$ cat src/hdl/sha256cr_pkg.sv
// Shared types and constants for the SHA-256 compression rounds unit.
// Holds the word and state types, the initial hash values and the round-constant table.
// No dependencies.
package sha256cr_pkg;

  localparam int WORD_W    = 32;
  localparam int NUM_WORDS = 8;
  localparam int ROUND_W   = 6;
  localparam int CFG_IDX_W = 4;

  typedef logic [WORD_W-1:0] word_t;
  typedef logic [NUM_WORDS-1:0][WORD_W-1:0] hash_t;
  typedef logic [ROUND_W-1:0] round_t;
  typedef logic [CFG_IDX_W-1:0] cfg_idx_t;

  // First and last round of a block.
  localparam round_t ROUND_FIRST = 6'd0;
  localparam round_t ROUND_LAST  = 6'd63;

  // Standard SHA-256 initial hash, used as the reset value of the initial-hash registers.
  localparam word_t HASH_RESET [NUM_WORDS] = '{
    32'h6a09e667, 32'hbb67ae85, 32'h3c6ef372, 32'ha54ff53a,
    32'h510e527f, 32'h9b05688c, 32'h1f83d9ab, 32'h5be0cd19
  };

  // Standard SHA-256 round constants.
  localparam word_t ROUND_K [64] = '{
    32'h428a2f98, 32'h71374491, 32'hb5c0fbcf, 32'he9b5dba5,
    32'h3956c25b, 32'h59f111f1, 32'h923f82a4, 32'hab1c5ed5,
    32'hd807aa98, 32'h12835b01, 32'h243185be, 32'h550c7dc3,
    32'h72be5d74, 32'h80deb1fe, 32'h9bdc06a7, 32'hc19bf174,
    32'he49b69c1, 32'hefbe4786, 32'h0fc19dc6, 32'h240ca1cc,
    32'h2de92c6f, 32'h4a7484aa, 32'h5cb0a9dc, 32'h76f988da,
    32'h983e5152, 32'ha831c66d, 32'hb00327c8, 32'hbf597fc7,
    32'hc6e00bf3, 32'hd5a79147, 32'h06ca6351, 32'h14292967,
    32'h27b70a85, 32'h2e1b2138, 32'h4d2c6dfc, 32'h53380d13,
    32'h650a7354, 32'h766a0abb, 32'h81c2c92e, 32'h92722c85,
    32'ha2bfe8a1, 32'ha81a664b, 32'hc24b8b70, 32'hc76c51a3,
    32'hd192e819, 32'hd6990624, 32'hf40e3585, 32'h106aa070,
    32'h19a4c116, 32'h1e376c08, 32'h2748774c, 32'h34b0bcb5,
    32'h391c0cb3, 32'h4ed8aa4a, 32'h5b9cca4f, 32'h682e6ff3,
    32'h748f82ee, 32'h78a5636f, 32'h84c87814, 32'h8cc70208,
    32'h90befffa, 32'ha4506ceb, 32'hbef9a3f7, 32'hc67178f2
  };

endpackage

$ cat src/hdl/sha256cr_cfg_regs.sv
// Initial-hash configuration registers of the SHA-256 compression rounds unit.
// Depends on sha256cr_pkg for the word types and the reset values.
module sha256cr_cfg_regs (
  input  logic                  clk,
  input  logic                  rst,
  input  logic                  wr_en,
  input  sha256cr_pkg::cfg_idx_t wr_index,
  input  sha256cr_pkg::word_t   wr_data,
  output sha256cr_pkg::hash_t   init_hash
);
  import sha256cr_pkg::*;

  // One register per initial chaining word; writes beyond the last index are dropped.
  always_ff @(posedge clk) begin
    if (rst) begin
      for (int i = 0; i < NUM_WORDS; i++) begin
        init_hash[i] <= HASH_RESET[i];
      end
    end else if (wr_en) begin
      for (int i = 0; i < NUM_WORDS; i++) begin
        if (wr_index == CFG_IDX_W'(i)) begin
          init_hash[i] <= wr_data;
        end
      end
    end
  end

endmodule

$ cat src/hdl/sha256cr_round.sv
// Combinational logic of one SHA-256 round on the eight working words a..h.
// Depends on sha256cr_pkg for the word and state types.
module sha256cr_round (
  input  sha256cr_pkg::hash_t vars,
  input  sha256cr_pkg::word_t sched_word,
  input  sha256cr_pkg::word_t round_k,
  output sha256cr_pkg::hash_t vars_next
);
  import sha256cr_pkg::*;

  function automatic word_t rotr(input word_t x, input int n);
    rotr = (x >> n) | (x << (WORD_W - n));
  endfunction

  word_t big_s1;
  word_t choose;
  word_t big_s0;
  word_t major;
  word_t t1;
  word_t t2;

  // Round functions on e (word 4) and a (word 0).
  always_comb begin
    big_s1 = rotr(vars[4], 6) ^ rotr(vars[4], 11) ^ rotr(vars[4], 25);
    choose = (vars[4] & vars[5]) ^ (~vars[4] & vars[6]);
    t1     = vars[7] + big_s1 + choose + round_k + sched_word;
    big_s0 = rotr(vars[0], 2) ^ rotr(vars[0], 13) ^ rotr(vars[0], 22);
    major  = (vars[0] & vars[1]) ^ (vars[0] & vars[2]) ^ (vars[1] & vars[2]);
    t2     = big_s0 + major;
  end

  // The words shift down by one place, with new values entering at a and e.
  always_comb begin
    vars_next[7] = vars[6];
    vars_next[6] = vars[5];
    vars_next[5] = vars[4];
    vars_next[4] = vars[3] + t1;
    vars_next[3] = vars[2];
    vars_next[2] = vars[1];
    vars_next[1] = vars[0];
    vars_next[0] = t1 + t2;
  end

endmodule

$ cat src/hdl/sha256_compression_rounds_unit.sv
// Top level of the SHA-256 compression rounds unit: input register, round state and digest register.
// Depends on sha256cr_pkg, sha256cr_cfg_regs and sha256cr_round.
//
//  Channel | Handshake          | Payload
//  --------+--------------------+------------------------------------------
//  in      | in_valid/in_ready  | schedule_word, start_message
//  out     | out_valid/out_ready| digest_0 .. digest_7
//  cfg     | cfg_valid/cfg_ready| cfg_index (0..7 used), cfg_data
//
// One schedule word is accepted per cycle while in_ready is high; each word is held in the input register,
// and its round runs through the round logic into the working registers when it leaves.
// A digest is loaded into the digest register as the round 63 word leaves, unless that word has to wait.
// If a digest is still waiting when the next round 63 word is ready, that word waits,
// and in_ready falls once the input register is occupied. cfg_ready is always high.
// After reset the chaining value and initial-hash registers hold the standard initial hash.
module sha256_compression_rounds_unit (
  input  logic                   clk,
  input  logic                   rst,
  input  logic                   in_valid,
  output logic                   in_ready,
  input  sha256cr_pkg::word_t    schedule_word,
  input  logic                   start_message,
  output logic                   out_valid,
  input  logic                   out_ready,
  output sha256cr_pkg::word_t    digest_0,
  output sha256cr_pkg::word_t    digest_1,
  output sha256cr_pkg::word_t    digest_2,
  output sha256cr_pkg::word_t    digest_3,
  output sha256cr_pkg::word_t    digest_4,
  output sha256cr_pkg::word_t    digest_5,
  output sha256cr_pkg::word_t    digest_6,
  output sha256cr_pkg::word_t    digest_7,
  input  logic                   cfg_valid,
  output logic                   cfg_ready,
  input  sha256cr_pkg::cfg_idx_t cfg_index,
  input  sha256cr_pkg::word_t    cfg_data
);
  import sha256cr_pkg::*;

  // Input register.
  logic   in_held;
  word_t  held_word;
  logic   held_start;

  // Round state.
  round_t round;
  hash_t  chain;
  hash_t  work;
  hash_t  digest;

  hash_t  init_hash;
  hash_t  chain_base;
  hash_t  vars_cur;
  hash_t  vars_next;
  logic   fire;
  logic   last_round;

  // Configuration writes never stall.
  assign cfg_ready = 1'b1;

  sha256cr_cfg_regs u_cfg_regs (
    .clk       (clk),
    .rst       (rst),
    .wr_en     (cfg_valid),
    .wr_index  (cfg_index),
    .wr_data   (cfg_data),
    .init_hash (init_hash)
  );

  // A held round runs unless it is the last round and the digest register is still full.
  assign last_round = (round == ROUND_LAST);
  assign fire       = in_held && (!last_round || !out_valid || out_ready);
  assign in_ready   = !in_held || fire;

  always_ff @(posedge clk) begin
    if (rst) begin
      in_held <= 1'b0;
    end else if (in_ready) begin
      in_held <= in_valid;
    end
  end

  always_ff @(posedge clk) begin
    if (in_ready && in_valid) begin
      held_word  <= schedule_word;
      held_start <= start_message;
    end
  end

  // At round 0 the working words come from the chaining value, restarted if asked.
  always_comb begin
    chain_base = held_start ? init_hash : chain;
    if (round == ROUND_FIRST) begin
      vars_cur = chain_base;
    end else begin
      vars_cur = work;
    end
  end

  sha256cr_round u_round (
    .vars       (vars_cur),
    .sched_word (held_word),
    .round_k    (ROUND_K[round]),
    .vars_next  (vars_next)
  );

  // Round counter and working words.
  always_ff @(posedge clk) begin
    if (rst) begin
      round <= ROUND_FIRST;
    end else if (fire) begin
      round <= round + 6'd1;
    end
  end

  always_ff @(posedge clk) begin
    if (fire) begin
      work <= vars_next;
    end
  end

  // Chaining value: reloaded at a started round 0, updated after round 63.
  always_ff @(posedge clk) begin
    if (rst) begin
      for (int i = 0; i < NUM_WORDS; i++) begin
        chain[i] <= HASH_RESET[i];
      end
    end else if (fire) begin
      if (round == ROUND_FIRST) begin
        chain <= chain_base;
      end else if (last_round) begin
        for (int i = 0; i < NUM_WORDS; i++) begin
          chain[i] <= chain[i] + vars_next[i];
        end
      end
    end
  end

  // Digest register.
  always_ff @(posedge clk) begin
    if (rst) begin
      out_valid <= 1'b0;
    end else if (fire && last_round) begin
      out_valid <= 1'b1;
    end else if (out_ready) begin
      out_valid <= 1'b0;
    end
  end

  always_ff @(posedge clk) begin
    if (fire && last_round) begin
      for (int i = 0; i < NUM_WORDS; i++) begin
        digest[i] <= chain[i] + vars_next[i];
      end
    end
  end

  assign digest_0 = digest[0];
  assign digest_1 = digest[1];
  assign digest_2 = digest[2];
  assign digest_3 = digest[3];
  assign digest_4 = digest[4];
  assign digest_5 = digest[5];
  assign digest_6 = digest[6];
  assign digest_7 = digest[7];

`ifndef SYNTHESIS
  // The last round always leaves a digest waiting.
  a_last_round_digest: assert property (@(posedge clk) disable iff (rst)
    (fire && last_round) |=> out_valid)
    else $error("round 63 did not produce a digest");

  // The round counter steps by one for each round done.
  a_round_step: assert property (@(posedge clk) disable iff (rst)
    fire |=> (round == $past(round) + 6'd1))
    else $error("round counter did not advance");

  // The round counter holds while no round is done.
  a_round_hold: assert property (@(posedge clk) disable iff (rst)
    !fire |=> $stable(round))
    else $error("round counter moved without a round");

  // Input back-pressure comes only from a waiting digest blocking round 63.
  a_stall_cause: assert property (@(posedge clk) disable iff (rst)
    !in_ready |-> (in_held && last_round && out_valid && !out_ready))
    else $error("input stalled without cause");
`endif

endmodule

$ cat config.mk
export PLATFORM = sky130hd
export DESIGN_NAME = sha256_compression_rounds_unit
export DESIGN_NICKNAME = d
export VERILOG_FILES = /design/src/hdl/sha256cr_pkg.sv /design/src/hdl/sha256cr_cfg_regs.sv /design/src/hdl/sha256cr_round.sv /design/src/hdl/sha256_compression_rounds_unit.sv
export SDC_FILE = /design/constraint.sdc
export NUM_CORES = 2
export LEC_CHECK = 0
export BUFFER_PORTS_ARGS = -buffer_cell sky130_fd_sc_hd__buf_2
export CAP_MARGIN = 15
export CELL_PAD_IN_SITES_DETAIL_PLACEMENT = 0
export CELL_PAD_IN_SITES_GLOBAL_PLACEMENT = 1
export CORE_AREA = 3 3 403 405
export DETAILED_ROUTE_END_ITERATION = 6
export DIE_AREA = 0 0 406 408
export PLACE_DENSITY_LB_ADDON = 0.1
export REMOVE_ABC_BUFFERS = 1
export SLEW_MARGIN = 20
export SYNTH_ARGS = -nofsm -noshare
export SYNTH_HDL_FRONTEND = slang
export SYNTH_HIERARCHICAL = 1
export SYNTH_SLANG_ARGS = --single-unit
$ cat constraint.sdc
create_clock -name clk -period 14.8 [get_ports clk]
set_input_delay 1.48 -clock clk [delete_from_list [all_inputs] [get_ports clk]]
set_output_delay 1.48 -clock clk [all_outputs]
set_load 0.1 [all_outputs]
== After elaboration in Yosys (flattened, before gate mapping) ==
Memories as Yosys holds them, arrays and structs flattened.
Index checks and enable logic that the tools add are counted.
Widths: inputs -> output; s select.
Operators by class
  add/sub/neg operators: 16
  magnitude comparators: 1
  equality and inequality tests: 8
  multiplexer cells: 8
  bitwise operators: 20
  reduce and logical (&&, ||, !) cells: 22
Operator list (number)
  $mux 256: 4
  $add 32x32->32: 15
  $xor 32x32->32: 7
  $and 32x32->32: 5
  $mux 32: 2
  $not 32->32: 1
  $or 10x32->32: 1
  $or 19x32->32: 1
  $or 21x32->32: 1
  $or 26x32->32: 1
  $or 30x32->32: 1
  $or 7x32->32: 1
  $reduce_and 2->1: 9
  $eq 4x3->1 const B: 4
  $eq 4x2->1 const B: 2
  $ge 7x7->1 const B: 1
  $not 6->7: 1
  $add 6x1->6 const B: 1
  $eq 6x6->1 const B: 1
  $logic_not 6->1: 1
  $eq 4x1->1 const B: 1
  $logic_not 4->1: 1
  $reduce_bool 2->1: 2
  $logic_and 1x1->1: 3
  3 further kinds: 8
Word-level totals
  register bits: 1065
  ROM bits: 2048
  bits of input ports: 74
  memories kept: 1
Memories
  (name not given): words 64, width 32, read ports 1, clocked after Yosys merged registers in 0, write ports 0, line sha256_compression_rounds_unit.sv:103  | .round_k (ROUND_K[round]),

== Longest topological paths before layout ==
  depth in word-level cells: 13
  gate-level depth with buffers: 49

== Modules after synthesis ==
The synthesis kept the hierarchy.
By module, submodules not included
  sha256_compression_rounds_unit: instances 1, cells an instance 5086, area an instance 49014.5 um^2, sequential area each 21650.8 um^2
  sha256cr_round: instances 1, cells an instance 1394, area an instance 11282.1 um^2, sequential area each 0.0 um^2
  sha256cr_cfg_regs: instances 1, cells an instance 989, area an instance 9739.3 um^2, sequential area each 5124.9 um^2

== Worst setup path before layout ==
No wires, ideal clock.
  kind: input to register
  start: input out_ready
  end: register round[5]
  data arrival time: 15915 ps
  setup slack: -1186 ps
  cell stages on the path: 5
  buffers on the path: 0
  cell sequence: nor2b_1 > a21boi_1 > nand3_1 > or3_1 > a21oi_1
Between the ends
  cells in the longest elaborated chain, start to end: 2
Ends and longest elaborated chain
  start, declared: line sha256_compression_rounds_unit.sv:24  | input logic out_ready,
  $logic_or 1x1->1: line sha256_compression_rounds_unit.sv:72  | assign fire = in_held && (!last_round || !out_valid || out_ready);
  $logic_and 1x1->1: line sha256_compression_rounds_unit.sv:72
  named net fire: line sha256_compression_rounds_unit.sv:55  | logic fire;
  end signal, assigned: line sha256_compression_rounds_unit.sv:112  | round <= round + 6'd1;
  end, declared: line sha256_compression_rounds_unit.sv:46  | round_t round;
The timed path passes the listed nets, and every way through them passes these cells.
A chain may end at the register's enable or synchronous reset.

==> metrics list <==
* Count of cell types in the netlist: 120
- Clk_skew: 0.0398 ns
- Crit-path slowest cell: sky130_fd_sc_hd__buf_4
- Sum of overflow across all layers after global routing: 0
* Endpoint class of the critical path: flip-flop
- Class of the worst hold path: reg -> reg
- Post-synthesis sequential area ratio: 38.2%
- Clock-pin slew was measured on the worst setup and hold paths at 0.07 ns.
* CTS root buf: sky130_fd_sc_hd__clkbuf_16
- Number of global-route vias before repair: 55,700
- After technology mapping, the gate count stands at 7,469.
- For this run, the post-layout net count is approximately 8,000.
* Setup TNS: 0 ns
* Placed cells: roughly 9,400
- Total of buffers placed on input and output ports: 331
* Share of the synthesized area in the top cell type: between 20% and 30%
* Critical Path AT: 13.14 ns
- Setup violations remaining at the end of the flow were counted as 0.
- Across the run, the number of max-cap violations was 0.
- CTS buffer count: 130
- Gates resized during post-CTS repair numbered 0.
* RD Place Congestion: about 1
* CTS sink count: 1,065
- DIE HEIGHT: 408 um
* Slew Limit Fails: 0
* Number of violations reported at the end of detailed-routing iteration 0: roughly 6,200
- Half-perimeter wire length after placement: 220,000 um
- For this run, asynchronously set or reset flops after synthesis account for 0%.
- Maximum number of pins on one net before global-route repair: about 160
- Maximum fanout along the worst path: 71
- Yosys mapped a number of flops with a built-in enable equal to between 500 and 600.
- Summed over all layers, the routed wires come to just under 300,000 um.
* Setup fix buffers added after clock tree synthesis: 0
- Final worst path period share: 85.2%
- Average footprint of a synthesized cell: 9.38 um^2
- Slew at the pin closest to its max-slew limit: around 1.3 ns
- Placeable core area: approximately 160,000 um^2
- Main synth FF type: sky130_fd_sc_hd__edfxtp_1
* Number of hold buffers added after cts: 0
- The floorplan step defined a die boundary enclosing 166,000 um^2.
- Timing would allow up to around 79 MHz.
- Via count: 60,000
- Post-detailed-route count of antenna-violating nets: 0
* Final cell count without fillers: between 9,000 and 10,000
* CP peak stage delay: about 0.75 ns
* TritonRoute pass-1 iters: 6
* Initial antenna violation count: 13
* Total standard cell area after synthesis: between 70,000 and 80,000 um^2
* Fin crit period: between 10 and 15 ns
* Skew-Pair Late Insertion Delay: about 0.8 ns
- Status: complete, no violations
* Required @ worst endpoint: 15.33 ns
* First-pass GRT wire length: 417,000 um
* Synth area leaders: sky130_fd_sc_hd__edfxtp_1 23%, sky130_fd_sc_hd__dfxtp_1 15%, sky130_fd_sc_hd__mux2i_1 6.8%
- H-tree depth reported by CTS: 4
- CTS tree: built
* Starting utilization of the core area: 44.1%
- Setup repair after global routing left no endpoint under its margin.
- Hold violation count in the final report: 0
- Compared with the post-synthesis result, the final layout area differs by 9.30%.
- STA classifies the critical path startpoint as a flip-flop.
- Wire length per cell after detailed routing: 30.7 um
* Area leader, netlist: sky130_fd_sc_hd__edfxtp_1
- Total of flip-flops plus latches after synthesis: approximately 1,100
* Slew HR: 14.8%
* Share of final-layout standard cells stronger than drive strength 1: approximately a tenth
* DRC violations left: 0
* Fill count: 15,000
* Yosys warns: 6
* Via density: slightly above 6
* Number of I/O pins: approximately 330
- The critical path is of the reg -> reg type.
* GRT Resource Usage Total: 34.6%
- The clock passes through at most 3 buffers.
* Core Rows: between 100 and 150
- The die is about 400 um wide.
[layout by cell type (no fill, tap or decap), drive strengths merged, types with 30 or more instances in the layout]
master and instances:
o21bai 39, buf 460, mux2i 476, nand4 48
a21o 214, o21a 200, dfxtp 520, nor2b 56
ha 361, inv 331, o21ai 557, edfxtp 545
nand3b 52, o22ai 47, xnor2 321, clkbuf 181
fa 133, nor3 77, nor2 539, nand2 506
a21oi 725, xor2 125, a31oi 60, o211ai 85
a211oi 61, nand3 170, and3 50, and2 30
clkinv 49, nand2b 126
[per-stage QoR]
step / hold WS [ns] / worst slack (ns) / utilization [%] / instance area (um^2)
floorplan: 0.435 / -108.95 / - / 66800
global placement: 0.446 / 2.66 / 45.5 / 72200
detailed placement: 0.452 / 2.55 / 45.5 / 72200
CTS: 0.459 / 2.45 / 48.2 / 76500
global route: 0.477 / 1.49 / 48.2 / 76500
finish: 0.458 / 2.19 / 48.2 / 76600
[Yosys cell counts, types with 56 or more instances]
cell type                  count
sky130_fd_sc_hd__nor3_1       76
sky130_fd_sc_hd__fa_1        133
sky130_fd_sc_hd__nand2b_1    126
sky130_fd_sc_hd__a211oi_1     56
sky130_fd_sc_hd__a21o_1      212
sky130_fd_sc_hd__ha_1        361
sky130_fd_sc_hd__nor2b_1      56
sky130_fd_sc_hd__inv_1       321
sky130_fd_sc_hd__mux2i_1     476
sky130_fd_sc_hd__buf_4       206
sky130_fd_sc_hd__nor2_1      534
sky130_fd_sc_hd__a31oi_1      58
sky130_fd_sc_hd__o211ai_1     84
sky130_fd_sc_hd__xor2_1      125
sky130_fd_sc_hd__dfxtp_1     520
sky130_fd_sc_hd__buf_2       105
sky130_fd_sc_hd__nand2_1     502
sky130_fd_sc_hd__o21ai_0     526
sky130_fd_sc_hd__clkbuf_1    255
sky130_fd_sc_hd__nand3_1     170
sky130_fd_sc_hd__edfxtp_1    545
sky130_fd_sc_hd__xnor2_1     321
sky130_fd_sc_hd__a21oi_1     717
sky130_fd_sc_hd__o21a_1      200
[critical path: cells and delay by family, from the launching register on]
family	cells	cell delay, ns
XOR/XNOR	5	1.26
AO/OA/AOI/OAI	12	3.51
flip-flops	1	0.30
buffers and inverters	7	1.64
AND/OR/NAND/NOR	9	2.27
adder cells (fa/ha/maj)	8	3.31
[layer usage]
| layer | vias to the layer above | wire [um] | track usage [%] |
|---|---|---|---|
| li1 | 26800 | - | - |
| met1 | 29900 | 130000 | 48.4 |
| met2 | 2739 | 130000 | 52.9 |
| met3 | 506 | 22600 | 5.87 |
| met4 | 6 | 13400 | 14.0 |
| met5 | - | 43 | 0 |
[cell type report]
class / count / area, um^2 / area share, %
Clock buffer: 181 / 3700 / 4.83
Sequential cell: 1065 / 26800 / 35.0
Multi-Input combinational cell: 5466 / 38900 / 50.9
Timing Repair Buffer: 460 / 2700 / 3.52
Antenna cell: 7 / 17.5 / 0.0229
Clock inverter: 60 / 601 / 0.785
Tap cell: 2072 / 2590 / 3.39
Inverter: 325 / 1220 / 1.60
[path summary, 6_finish.rpt]
| path | from | cells past startpoint | slack, ns | to |
|---|---|---|---|---|
| worst min-delay path | chain[148] | 2 | 0.46 | chain[148] |
| worst max-delay path | round[0] | 41 | 2.19 | digest_0[30] |
| worst min register to register | chain[148] | 2 | 0.46 | chain[148] |
| worst max register to register | round[0] | 41 | 2.19 | digest_0[30] |
[cell families (layout without fill, tap and decap cells)]
| logic type | Yosys count | in the layout | share of synthesized area (%) |
|---|---|---|---|
| AND/OR/NAND/NOR | 1743 | 1743 | 11.8 |
| flip-flops | 1065 | 1065 | 38.2 |
| AO/OA/AOI/OAI | 2267 | 2267 | 20.3 |
| XOR/XNOR | 446 | 446 | 5.58 |
| adder cells (fa/ha/maj) | 515 | 515 | 10.6 |
| other | 1 | 8 | 0.00535 |
| buffers and inverters | 938 | 1026 | 6.39 |
| multiplexers | 494 | 494 | 7.17 |
[state kept, by name, indices dropped and copies added, names as in the netlist, 32 cells and up]
name	count
digest_3	32
work	256
digest_2	32
digest_7	32
digest_6	32
u_cfg_regs/init_hash	256
digest_1	32
digest_0	32
digest_5	32
chain	256
digest_4	32
held_word	32
Power is not shown: default switching activity piles up to over one toggle a cycle in this logic, so the estimate is an artifact.
